**config.mk**
```make
export PLATFORM = sky130hd
export DESIGN_NAME = framed_byte_fifo_top
export DESIGN_NICKNAME = d
export VERILOG_FILES = /design/src/sv/fbf_pkg.sv /design/src/sv/fbf_ram.sv /design/src/sv/fbf_ctrl.sv /design/src/sv/fbf_datapath.sv /design/src/sv/framed_byte_fifo_top.sv
export SDC_FILE = /design/constraint.sdc
export NUM_CORES = 2
export LEC_CHECK = 0
export ABC_AREA = 1
export BUFFER_PORTS_ARGS = -buffer_cell sky130_fd_sc_hd__buf_2
export CORE_ASPECT_RATIO = 0.8
export CORE_MARGIN = 1.5
export CORE_UTILIZATION = 64
export CTS_CLUSTER_DIAMETER = 60
export CTS_CLUSTER_SIZE = 14
export DETAILED_ROUTE_END_ITERATION = 16
export PLACE_DENSITY_LB_ADDON = 0.08
export SLEW_MARGIN = 20
export SYNTH_ARGS = -nofsm -noshare
export SYNTH_HDL_FRONTEND = slang
export SYNTH_SLANG_ARGS = --single-unit
```
**constraint.sdc**
```tcl
create_clock -name clk -period 23.6 [get_ports clk]
set_clock_uncertainty 0.1 [all_clocks]
set_input_delay 4.72 -clock clk [delete_from_list [all_inputs] [get_ports clk]]
set_output_delay 4.72 -clock clk [all_outputs]
set_load 0.05 [all_outputs]
```
**src/sv/fbf_pkg.sv**
```systemverilog
// Shared types and constants for the framed byte FIFO.
// Used by the controller, datapath, top level and checker; depends on nothing else.
package fbf_pkg;

    // Default ring depths, handed to the top-level parameters.
    localparam int DATA_DEPTH_DEF  = 256;
    localparam int FRAME_DEPTH_DEF = 16;

    // Field widths of the request and result payloads.
    localparam int FUNC_W     = 3;
    localparam int BYTE_W     = 8;
    localparam int LEN_FLD_W  = 9;
    localparam int WAIT_FLD_W = 5;

    // Operation codes carried in the func field.
    localparam logic [FUNC_W-1:0] FUNC_PUSH_FRAMED = 3'd0;
    localparam logic [FUNC_W-1:0] FUNC_PUSH_RAW    = 3'd1;
    localparam logic [FUNC_W-1:0] FUNC_POP         = 3'd2;
    localparam logic [FUNC_W-1:0] FUNC_OPEN        = 3'd3;
    localparam logic [FUNC_W-1:0] FUNC_REOPEN      = 3'd4;

    // One request as it enters the block.
    typedef struct packed {
        logic [FUNC_W-1:0] func;
        logic [BYTE_W-1:0] data_byte;
    } req_t;

    // One result as it leaves the block.
    typedef struct packed {
        logic [BYTE_W-1:0]     read_byte;
        logic [LEN_FLD_W-1:0]  frame_length;
        logic [LEN_FLD_W-1:0]  bytes_left;
        logic [WAIT_FLD_W-1:0] frames_waiting;
        logic                  fault;
    } result_t;

    // Controller states.
    typedef enum logic {
        ST_IDLE,
        ST_WAIT
    } state_t;

    // Commands from the controller to the datapath.
    typedef struct packed {
        logic latch;        // capture the request for an operation that waits for a store read
        logic commit;       // update state and register the result
        logic use_latched;  // execute the captured request, not the live one
    } cmd_t;

    // Status from the datapath to the controller.
    typedef struct packed {
        logic needs_read;   // the live request must wait for a store read
    } stat_t;

endpackage

```
**src/sv/fbf_ram.sv**
```systemverilog
// Generic simple dual-port RAM: one write port, one registered read port.
// Standalone; used for the byte store and the length store.
module fbf_ram #(
    parameter int WIDTH = 8,
    parameter int DEPTH = 256
) (
    input  logic                     clk,
    input  logic                     we,
    input  logic [$clog2(DEPTH)-1:0] waddr,
    input  logic [WIDTH-1:0]         wdata,
    input  logic [$clog2(DEPTH)-1:0] raddr,
    output logic [WIDTH-1:0]         rdata
);

    logic [WIDTH-1:0] mem [DEPTH];
    logic [WIDTH-1:0] rdata_reg;

    // Write port.
    always_ff @(posedge clk)
    begin
        if (we)
        begin
            mem[waddr] <= wdata;
        end
    end

    // Registered read port.
    always_ff @(posedge clk)
    begin
        rdata_reg <= mem[raddr];
    end

    assign rdata = rdata_reg;

endmodule

```
**src/sv/fbf_ctrl.sv**
```systemverilog
// Controller state machine for the framed byte FIFO.
// Depends on fbf_pkg for the state, command and status types.
module fbf_ctrl (
    input  logic           clk,
    input  logic           rst_n,
    input  logic           start,
    input  fbf_pkg::stat_t stat,
    output fbf_pkg::cmd_t  cmd,
    output logic           busy
);

    fbf_pkg::state_t state_reg;
    fbf_pkg::state_t state_next;

    // State register.
    always_ff @(posedge clk or negedge rst_n)
    begin
        if (!rst_n)
        begin
            state_reg <= fbf_pkg::ST_IDLE;
        end
        else
        begin
            state_reg <= state_next;
        end
    end

    // Next state: a request that reads a store goes to the wait state for the data.
    always_comb
    begin
        state_next = state_reg;
        case (state_reg)
            fbf_pkg::ST_IDLE:
            begin
                if (start && stat.needs_read)
                begin
                    state_next = fbf_pkg::ST_WAIT;
                end
            end
            fbf_pkg::ST_WAIT:
            begin
                state_next = fbf_pkg::ST_IDLE;
            end
            default:
            begin
                state_next = fbf_pkg::ST_IDLE;
            end
        endcase
    end

    // Outputs: commands to the datapath and the busy flag.
    always_comb
    begin
        cmd  = '0;
        busy = 1'b0;
        case (state_reg)
            fbf_pkg::ST_IDLE:
            begin
                cmd.latch  = start && stat.needs_read;
                cmd.commit = start && !stat.needs_read;
            end
            fbf_pkg::ST_WAIT:
            begin
                cmd.commit      = 1'b1;
                cmd.use_latched = 1'b1;
                busy            = 1'b1;
            end
            default:
            begin
                cmd = '0;
            end
        endcase
    end

endmodule

```
**src/sv/fbf_datapath.sv**
```systemverilog
// Datapath of the framed byte FIFO: pointers, counters, both stores, result register.
// Depends on fbf_pkg and fbf_ram.
module fbf_datapath #(
    parameter int DATA_DEPTH  = fbf_pkg::DATA_DEPTH_DEF,
    parameter int FRAME_DEPTH = fbf_pkg::FRAME_DEPTH_DEF
) (
    input  logic                        clk,
    input  logic                        rst_n,
    input  logic                        cfg_we,
    input  logic [fbf_pkg::BYTE_W-1:0]  cfg_wdata,
    input  fbf_pkg::req_t               req,
    input  fbf_pkg::cmd_t               cmd,
    output fbf_pkg::stat_t              stat,
    output logic                        done,
    output fbf_pkg::result_t            result
);

    localparam int BA_W  = $clog2(DATA_DEPTH);
    localparam int FA_W  = $clog2(FRAME_DEPTH);
    localparam int CNT_W = $clog2(DATA_DEPTH + 1);
    localparam int FC_W  = $clog2(FRAME_DEPTH + 1);
    localparam int LEN_EXT_W  = (CNT_W > fbf_pkg::LEN_FLD_W) ? CNT_W : fbf_pkg::LEN_FLD_W;
    localparam int WAIT_EXT_W = (FC_W > fbf_pkg::WAIT_FLD_W) ? FC_W : fbf_pkg::WAIT_FLD_W;

    // Architectural state.
    logic [fbf_pkg::BYTE_W-1:0] marker_reg;
    logic [BA_W-1:0]  bwp_reg, bwp_next;
    logic [BA_W-1:0]  brp_reg, brp_next;
    logic [CNT_W-1:0] ofc_reg, ofc_next;
    logic [FA_W-1:0]  lwp_reg, lwp_next;
    logic [FA_W-1:0]  lrp_reg, lrp_next;
    logic [FC_W-1:0]  closed_reg, closed_next;
    logic [CNT_W-1:0] rem_reg, rem_next;
    logic [BA_W-1:0]  saved_rp_reg, saved_rp_next;
    logic [CNT_W-1:0] saved_rem_reg, saved_rem_next;

    // Request held over the wait cycle, and the result register.
    fbf_pkg::req_t    op_reg;
    fbf_pkg::result_t result_reg, result_next;
    logic             done_reg;

    // Store ports and per-step values.
    logic                       byte_we;
    logic                       len_we;
    logic [fbf_pkg::BYTE_W-1:0] byte_rdata;
    logic [CNT_W-1:0]           len_rdata;
    logic [fbf_pkg::FUNC_W-1:0] func;
    logic [fbf_pkg::BYTE_W-1:0] data;
    logic [fbf_pkg::BYTE_W-1:0] rbyte;
    logic [CNT_W-1:0]           flen;
    logic                       fault;
    logic [LEN_EXT_W-1:0]       flen_ext;
    logic [LEN_EXT_W-1:0]       rem_ext;
    logic [WAIT_EXT_W-1:0]      closed_ext;

    // Byte store: written at the write pointer, read at the read pointer.
    fbf_ram #(
        .WIDTH (fbf_pkg::BYTE_W),
        .DEPTH (DATA_DEPTH)
    ) u_byte_ram (
        .clk   (clk),
        .we    (byte_we),
        .waddr (bwp_reg),
        .wdata (data),
        .raddr (brp_reg),
        .rdata (byte_rdata)
    );

    // Length store: one entry per closed frame.
    fbf_ram #(
        .WIDTH (CNT_W),
        .DEPTH (FRAME_DEPTH)
    ) u_len_ram (
        .clk   (clk),
        .we    (len_we),
        .waddr (lwp_reg),
        .wdata (ofc_reg),
        .raddr (lrp_reg),
        .rdata (len_rdata)
    );

    // Pop and open must wait for the registered store read when they succeed.
    assign stat.needs_read = ((req.func == fbf_pkg::FUNC_POP) && (rem_reg != '0)) ||
                             ((req.func == fbf_pkg::FUNC_OPEN) && (closed_reg != '0));

    // Operation under execution: the live request, or the one held over the wait.
    assign func = cmd.use_latched ? op_reg.func : req.func;
    assign data = cmd.use_latched ? op_reg.data_byte : req.data_byte;

    // Marker register and held request.
    always_ff @(posedge clk or negedge rst_n)
    begin
        if (!rst_n)
        begin
            marker_reg <= '0;
        end
        else if (cfg_we)
        begin
            marker_reg <= cfg_wdata;
        end
    end

    always_ff @(posedge clk)
    begin
        if (cmd.latch)
        begin
            op_reg <= req;
        end
    end

    // Operation decode and next-state computation.
    always_comb
    begin
        bwp_next       = bwp_reg;
        brp_next       = brp_reg;
        ofc_next       = ofc_reg;
        lwp_next       = lwp_reg;
        lrp_next       = lrp_reg;
        closed_next    = closed_reg;
        rem_next       = rem_reg;
        saved_rp_next  = saved_rp_reg;
        saved_rem_next = saved_rem_reg;
        byte_we        = 1'b0;
        len_we         = 1'b0;
        rbyte          = '0;
        flen           = '0;
        fault          = 1'b0;
        if (cmd.commit)
        begin
            case (func)
                fbf_pkg::FUNC_PUSH_FRAMED, fbf_pkg::FUNC_PUSH_RAW:
                begin
                    if ((func == fbf_pkg::FUNC_PUSH_FRAMED) && (data == marker_reg))
                    begin
                        // Marker closes the open frame unless the length ring is full.
                        if (closed_reg >= FC_W'(FRAME_DEPTH))
                        begin
                            fault = 1'b1;
                        end
                        else
                        begin
                            len_we      = 1'b1;
                            lwp_next    = (lwp_reg == FA_W'(FRAME_DEPTH - 1)) ?
                                          '0 : lwp_reg + FA_W'(1);
                            closed_next = closed_reg + FC_W'(1);
                            flen        = ofc_reg;
                            ofc_next    = '0;
                        end
                    end
                    else
                    begin
                        // Store the byte; the byte ring overwrites when it wraps.
                        byte_we  = 1'b1;
                        bwp_next = (bwp_reg == BA_W'(DATA_DEPTH - 1)) ?
                                   '0 : bwp_reg + BA_W'(1);
                        if (ofc_reg < CNT_W'(DATA_DEPTH))
                        begin
                            ofc_next = ofc_reg + CNT_W'(1);
                        end
                    end
                end
                fbf_pkg::FUNC_POP:
                begin
                    if (rem_reg == '0)
                    begin
                        fault = 1'b1;
                    end
                    else
                    begin
                        rbyte    = byte_rdata;
                        brp_next = (brp_reg == BA_W'(DATA_DEPTH - 1)) ?
                                   '0 : brp_reg + BA_W'(1);
                        rem_next = rem_reg - CNT_W'(1);
                    end
                end
                fbf_pkg::FUNC_OPEN:
                begin
                    if (closed_reg == '0)
                    begin
                        fault = 1'b1;
                    end
                    else
                    begin
                        rem_next       = len_rdata;
                        saved_rp_next  = brp_reg;
                        saved_rem_next = len_rdata;
                        lrp_next       = (lrp_reg == FA_W'(FRAME_DEPTH - 1)) ?
                                         '0 : lrp_reg + FA_W'(1);
                        closed_next    = closed_reg - FC_W'(1);
                        flen           = len_rdata;
                    end
                end
                fbf_pkg::FUNC_REOPEN:
                begin
                    brp_next = saved_rp_reg;
                    rem_next = saved_rem_reg;
                end
                default:
                begin
                    fault = 1'b0;
                end
            endcase
        end
    end

    // Result fields, fitted to the field widths.
    assign flen_ext   = LEN_EXT_W'(flen);
    assign rem_ext    = LEN_EXT_W'(rem_next);
    assign closed_ext = WAIT_EXT_W'(closed_next);

    always_comb
    begin
        result_next.read_byte      = rbyte;
        result_next.frame_length   = flen_ext[fbf_pkg::LEN_FLD_W-1:0];
        result_next.bytes_left     = rem_ext[fbf_pkg::LEN_FLD_W-1:0];
        result_next.frames_waiting = closed_ext[fbf_pkg::WAIT_FLD_W-1:0];
        result_next.fault          = fault;
    end

    // Control state registers.
    always_ff @(posedge clk or negedge rst_n)
    begin
        if (!rst_n)
        begin
            bwp_reg       <= '0;
            brp_reg       <= '0;
            ofc_reg       <= '0;
            lwp_reg       <= '0;
            lrp_reg       <= '0;
            closed_reg    <= '0;
            rem_reg       <= '0;
            saved_rp_reg  <= '0;
            saved_rem_reg <= '0;
            done_reg      <= 1'b0;
        end
        else
        begin
            bwp_reg       <= bwp_next;
            brp_reg       <= brp_next;
            ofc_reg       <= ofc_next;
            lwp_reg       <= lwp_next;
            lrp_reg       <= lrp_next;
            closed_reg    <= closed_next;
            rem_reg       <= rem_next;
            saved_rp_reg  <= saved_rp_next;
            saved_rem_reg <= saved_rem_next;
            done_reg      <= cmd.commit;
        end
    end

    // Result payload register.
    always_ff @(posedge clk)
    begin
        if (cmd.commit)
        begin
            result_reg <= result_next;
        end
    end

    assign done   = done_reg;
    assign result = result_reg;

endmodule

```
**src/sv/framed_byte_fifo_top.sv**
```systemverilog
// Top level of the framed byte FIFO: controller plus datapath.
// Depends on fbf_pkg, fbf_ctrl, fbf_datapath and fbf_ram.
//
// A request is taken when start is high and busy is low. Pushes, reopen,
// unknown codes and every refused operation finish in the cycle they are
// taken, so they can be issued back to back. A successful pop or open read
// frame waits for the registered read port of the byte store or the length
// store; busy is high while it waits. Each request gives exactly one result,
// shown on result for the single cycle in which done is high, in the cycle
// after the request finishes. The receiver cannot hold results off and must
// take each one as it appears. The user must write the frame marker through
// cfg_we and cfg_wdata only while no request is in flight; the block does not enforce this.
module framed_byte_fifo_top #(
    parameter int DATA_DEPTH  = fbf_pkg::DATA_DEPTH_DEF,
    parameter int FRAME_DEPTH = fbf_pkg::FRAME_DEPTH_DEF
) (
    input  logic                       clk,
    input  logic                       rst_n,
    input  logic                       start,
    output logic                       busy,
    input  fbf_pkg::req_t              req,
    input  logic                       cfg_we,
    input  logic [fbf_pkg::BYTE_W-1:0] cfg_wdata,
    output logic                       done,
    output fbf_pkg::result_t           result
);

    fbf_pkg::cmd_t  cmd;
    fbf_pkg::stat_t stat;

    // Sequencing of requests that finish at once and requests that wait for a store read.
    fbf_ctrl u_ctrl (
        .clk   (clk),
        .rst_n (rst_n),
        .start (start),
        .stat  (stat),
        .cmd   (cmd),
        .busy  (busy)
    );

    // Rings, counters and result register.
    fbf_datapath #(
        .DATA_DEPTH  (DATA_DEPTH),
        .FRAME_DEPTH (FRAME_DEPTH)
    ) u_datapath (
        .clk       (clk),
        .rst_n     (rst_n),
        .cfg_we    (cfg_we),
        .cfg_wdata (cfg_wdata),
        .req       (req),
        .cmd       (cmd),
        .stat      (stat),
        .done      (done),
        .result    (result)
    );

endmodule

```
; After elaboration in Yosys (flattened, before gate mapping)
; Memory sizes are Yosys's and may differ from the RTL's. A register that Yosys moved wholly into a read port is not among the register bits.
; Cells that the tools add are included.
[totals]
ff_bits = 117
n_memories = 2
ram_bits = 2192
out_inout_bits = 34
[classes]
reduce_logical = 21
n_eq_ne = 13
mux = 45
n_lt_le_gt_ge = 2
n_bitwise = 5
addsub = 8
[memory_table]
columns = memory, words, word_bits, rd, rd_clocked_by_memory_dff, wr, line_no
row1 = u_datapath.u_byte_ram.mem, 256, 8, 1, 1, 1, fbf_ram.sv:15  ; logic [WIDTH-1:0] mem [DEPTH];
row2 = u_datapath.u_len_ram.mem, 16, 9, 1, 1, 1, fbf_ram.sv:15
[ops]
columns = op, n
row1 = 9-bit 2-to-1 mux, 9
row2 = 8-bit 2-to-1 mux, 4
row3 = 9-bit one-hot mux with 3 select lines, 1
row4 = 5-bit 2-to-1 mux, 4
row5 = 1-bit 2-to-1 mux, 18
row6 = 9-bit one-hot mux with 2 select lines, 1
row7 = 8-bit by 1-bit adder with 8-bit output (second input constant), 2
row8 = 8-bit == test (second input constant), 2
row9 = 8-bit one-hot mux with 2 select lines, 1
row10 = 3-bit by 2-bit == test with 1-bit output (second input constant), 4
row11 = 5-bit one-hot mux with 2 select lines, 1
row12 = 9-bit by 1-bit adder with 9-bit output (second input constant), 1
row13 = 9-bit zero test, 1
row14 = 9-bit less-than comparator (second input constant), 1
row15 = 3-bit AND reduction, 3
row16 = 9-bit nonzero test, 1
row17 = 9-bit by 1-bit subtractor with 9-bit output (second input constant), 1
row18 = 4-bit by 1-bit adder with 4-bit output (second input constant), 2
row19 = 4-bit == test (second input constant), 2
row20 = 8-bit == test, 1
row21 = 4-bit 2-to-1 mux, 2
row22 = 4-bit AND reduction, 2
row23 = 5-bit by 1-bit adder with 5-bit output (second input constant), 1
row24 = 5-bit >= comparator (second input constant), 1
row25 = other kinds (16), 28

; Longest topological paths before layout
[depth]
word_depth = 9
mapped_depth = 16
depth_no_buf = 15

; By module
; From an unflattened synthesis, not the netlist that was laid out.
[unflattened]
hier_cells = 8284
hier_area_um2 = 95791.9
[by_module_without_submodules]
columns = mod, seq_area_each_um2, cells_per_inst, instances, area_each_um2
row1 = fbf_ram at u_datapath.u_byte_ram, 61659.1, 7003, 1, 83396.2
row2 = fbf_ram at u_datapath.u_len_ram, 4504.3, 615, 1, 6502.5
row3 = fbf_datapath, 3118.0, 657, 1, 5828.1
row4 = fbf_ctrl, 25.0, 9, 1, 65.1

; Worst setup path before layout
; No wires, ideal clock.
[synth_timing]
path_kind = input to register
from = input req[6] in the netlist's numbering
to = memory u_datapath.u_byte_ram.mem[0][6] (data pin)
t_arrival_ns = 14.713
setup_time_ns = 2.197
path_buffers = 0
stages = 2
slack_ns = 6.589
required_ns = 21.303
path_cell_list = inv_1 o21ai_0
[synth_between]
elab_chain_len = 1
[synth_lines]
columns = item, line_no
row1 = from (decl), framed_byte_fifo_top.sv:21  ; input fbf_pkg::req_t req,
row2 = 8-bit 2-to-1 mux, fbf_datapath.sv:88  ; assign data = cmd.use_latched ? op_reg.data_byte : req.data_byte;
row3 = via u_datapath.data (one bit), fbf_datapath.sv:48  ; logic [fbf_pkg::BYTE_W-1:0] data;
row4 = to (decl), fbf_ram.sv:15
; The timed path passes the listed nets, and every way through them passes these cells.

; Worst setup path after layout
[layout_timing]
from = input req[6] in the netlist's numbering
to = memory u_datapath.u_byte_ram.mem[222][1], in the netlist u_datapath.u_byte_ram.mem[111][1] (enable)
[layout_between]
elab_chain_len = 8
[layout_lines]
columns = item, line_no
row1 = 8-bit 2-to-1 mux, fbf_datapath.sv:88
row2 = via u_datapath.data (one bit), fbf_datapath.sv:48
row3 = 8-bit == test, fbf_datapath.sv:133  ; if ((func == fbf_pkg::FUNC_PUSH_FRAMED) && (data == marker_reg))
row4 = 1-bit logical AND, fbf_datapath.sv:133
row5 = 1-bit 2-to-1 mux, fbf_datapath.sv:133
row6 = 1-bit 2-to-1 mux, fbf_datapath.sv:130  ; case (func)
row7 = 1-bit 2-to-1 mux, fbf_datapath.sv:128  ; if (cmd.commit)
row8 = 1-bit 2-to-1 mux, fbf_ram.sv:21  ; if (we)
row9 = 1-bit 2-to-1 mux (implied by the code), fbf_ram.sv:23  ; mem[waddr] <= wdata;
; The timed path passes the listed nets, and every way through them passes these cells.

==> results.sh <==
export IMPL_outcome="finished clean"
export IMPL_cp_data_arrival_time_ns=8.03
export IMPL_gp_congestion=0.950
export IMPL_wl_per_cell_um=25.6
export IMPL_period_share_pct=32.4
export IMPL_rows=125
export IMPL_vias=63002
export IMPL_synthFlopType="edfxtp_1"
export IMPL_drive_gt1_share_pct=5.15
export IMPL_end_kind="flop"
export IMPL_worstMarginPinSlew_ns=1.16
export IMPL_worstSetupPathType="in -> reg"
export IMPL_fin_cells=9868
export IMPL_final_core_util_pct=69.4
export IMPL_final_max_slew_violation_count=0
export IMPL_syn_to_final_growth_pct=7.13
export IMPL_globalRoute_totalOverflow=0
export IMPL_die_area_mm2=0.150
export IMPL_ir_worst_vdd_v=0.000113
export IMPL_finalSetupViolations=0
export IMPL_dr_first_iter_drc_count=10362
export IMPL_drt_pass1_iterations=7
export IMPL_ant_nets=0
export IMPL_ctsResizeCount=0
export IMPL_yosysUniqueCellTypes=44
export IMPL_holdBufCountCts=0
export IMPL_cts_sinks=2326
export IMPL_path_clk_slew_ns=0.07
export IMPL_power_density_mw_per_mm2=115
export IMPL_hp_start="u_datapath.u_len_ram.rdata[0]"
export IMPL_worst_r2r_endpoint="u_datapath.u_byte_ram.rdata[7]"
export IMPL_fmax_mhz=131
export IMPL_async_flop_share_pct=3.18
export IMPL_p_leak_nw=34.9
export IMPL_hp_class="reg -> reg"
export IMPL_drcViolationCount=0
export IMPL_syn_area_mm2=0.0944
export IMPL_fp_dieH_um=346
export IMPL_port_buffers=56
export IMPL_initial_core_util_pct=64.7
export IMPL_synth_seq_cells=2326
export IMPL_post_cts_buffers=0
export IMPL_netlist_instances=8028
export IMPL_grt_max_degree=215
export IMPL_ios=57
export IMPL_dp_cells=9616
export IMPL_relSlewSlack_pct=22.6
export IMPL_fin_crit_ns=7.65
export IMPL_rsz0062_at_grt="no"
export IMPL_critPathMaxFanout=67
export IMPL_syn_num_nets=8066
export IMPL_fin_nets=7873
export IMPL_core_mm2=0.146
export IMPL_antenna_found_initial=9
export IMPL_r2r_start="u_datapath.brp_reg[0]"
export IMPL_required_ns=23.98
export IMPL_maxCapViolCount=0
export IMPL_track_usage_pct=33.6
export IMPL_root_buffer="clkbuf_16"
export IMPL_largest_reg_flops=2048
export IMPL_synth_seq_area_share_pct=73.4
export IMPL_cts_max_level=4
export IMPL_synth_enable_flop_cells=2235
export IMPL_avgSynthCellArea_um2=11.8
export IMPL_final_cell_mix="nand2_1, edfxtp_1, nand3_1, nor2_1, clkbuf_16"
export IMPL_cp_endpoint="u_datapath.u_byte_ram.mem[111][1]"
export IMPL_grt_first_pass_wirelength_um=371000
export IMPL_vias_per_cell=6.38
export IMPL_clockBufferDepth=3
export IMPL_numCtsBuffers=185
export IMPL_start_kind="primary input"
export IMPL_first_global_vias=58352
export IMPL_fin_tns_setup_ns=0
export IMPL_r2r_slack_ns=18.18
export IMPL_crit_path_start="req[6]"
export IMPL_clk_latency_ns=0.85
export IMPL_layout_commonest_cell="nand2_1"
export IMPL_ys_warn_count=0
export IMPL_hold_viol=0
export IMPL_reg2reg_depth=14
export IMPL_finalHoldWorstSlack_ns=0.375
export IMPL_cts_tree="yes"
export IMPL_drt_total_wl_um=252000
export IMPL_chipWidth_um=432
export IMPL_dpl_hpwl_um=145000
==> Yosys cell counts (all sizes together) (2+ instances only) <==
| master | instances | area share [%] |
|---|---|---|
| nand3 | 2086 | 11 |
| dfxtp | 17 | 0.36 |
| nand4 | 5 | 0.033 |
| a21oi | 11 | 0.058 |
| xor2 | 27 | 0.25 |
| o211ai | 7 | 0.056 |
| o22ai | 12 | 0.080 |
| dfrtp | 74 | 2.0 |
| o31ai | 2 | 0.016 |
| mux2i | 14 | 0.15 |
| clkinv | 10 | 0.041 |
| edfxtp | 2235 | 71 |
| o21ai | 117 | 0.63 |
| o221ai | 14 | 0.13 |
| nor3 | 5 | 0.027 |
| inv | 104 | 0.42 |
| nand2 | 2305 | 9.2 |
| xnor2 | 2 | 0.019 |
| o32ai | 22 | 0.20 |
| nor2 | 417 | 1.7 |
| buf | 105 | 0.50 |
| nor4 | 3 | 0.020 |
| clkbuf | 415 | 1.7 |
| ha | 15 | 0.20 |
==> where the power goes <==
part	internal, mW	total [mW]	switching [mW]	leakage (nW)
Sequential	4.73	4.89	0.167	21.0
Clock	1.48	2.85	1.37	2.51
Combinational	0.969	3.90	2.93	11.4
==> worst min path at each step <==
stage / end / slack [ns] / cells past startpoint
floorplan: u_datapath.saved_rem_reg[2] / 0.33 / 2
global placement: u_datapath.saved_rem_reg[0] / 0.35 / 2
detailed placement: u_datapath.saved_rem_reg[0] / 0.36 / 2
CTS: u_datapath.saved_rem_reg[2] / 0.38 / 2
global route: u_datapath.saved_rem_reg[3] / 0.41 / 2
finish: u_datapath.saved_rem_reg[0] / 0.38 / 2
==> metrics by stage <==
| stage | power, mW | area [um2] | worst slack [ns] |
|---|---|---|---|
| after global placement | 8.71 | 95900 | 15.19 |
| after detailed placement | 8.76 | 95900 | 15.15 |
| final | 11.6 | 101000 | 15.95 |
| after CTS | 11.6 | 101000 | 16.02 |
| after global routing | 12.1 | 101000 | 15.87 |
| after floorplan | 7.45 | 94400 | 6.59 |
==> critical path, cell delays in order <==
cell     delay [ns]
buf_2          0.09
inv_1          0.07
o21ai_4        0.11
buf_4          0.79
nand2_1        0.13
nand2_1        0.11
nand3_1        0.09
nor2_2         0.18
nand2_4        0.15
nand2_8        0.18
nor2_4         0.07
nand2_2        0.84
nor2_1         0.43
==> final cells by class <==
class,count,area [um2]
fill,10512,44700
inverter,114,459
antenna,2,5.00
sequential,2326,69300
clock buffer,238,5020
timing repair buffer,140,1000
multi-input combinational,5068,22700
tap,1968,2460
clock inverter,12,136
==> cell families after synthesis <==
family,count (synthesis),share of synthesized area [%]
adders and majority gates,15,0.199
buffers and inverters,634,2.61
xor gates and xnor gates,29,0.269
and+or+nand+nor,4822,22.1
DFF,2326,73.4
muxes,14,0.148
AOI/OAI and AO/OA,188,1.20
==> routing by layer <==
metal / GRT usage [%] / part of all wire, %
met5: 0 / 0.040
met4: 10.0 / 2.8
met2: 48.1 / 44
met3: 7.46 / 13
met1: 51.9 / 41
(Power assumes the default switching activity.)
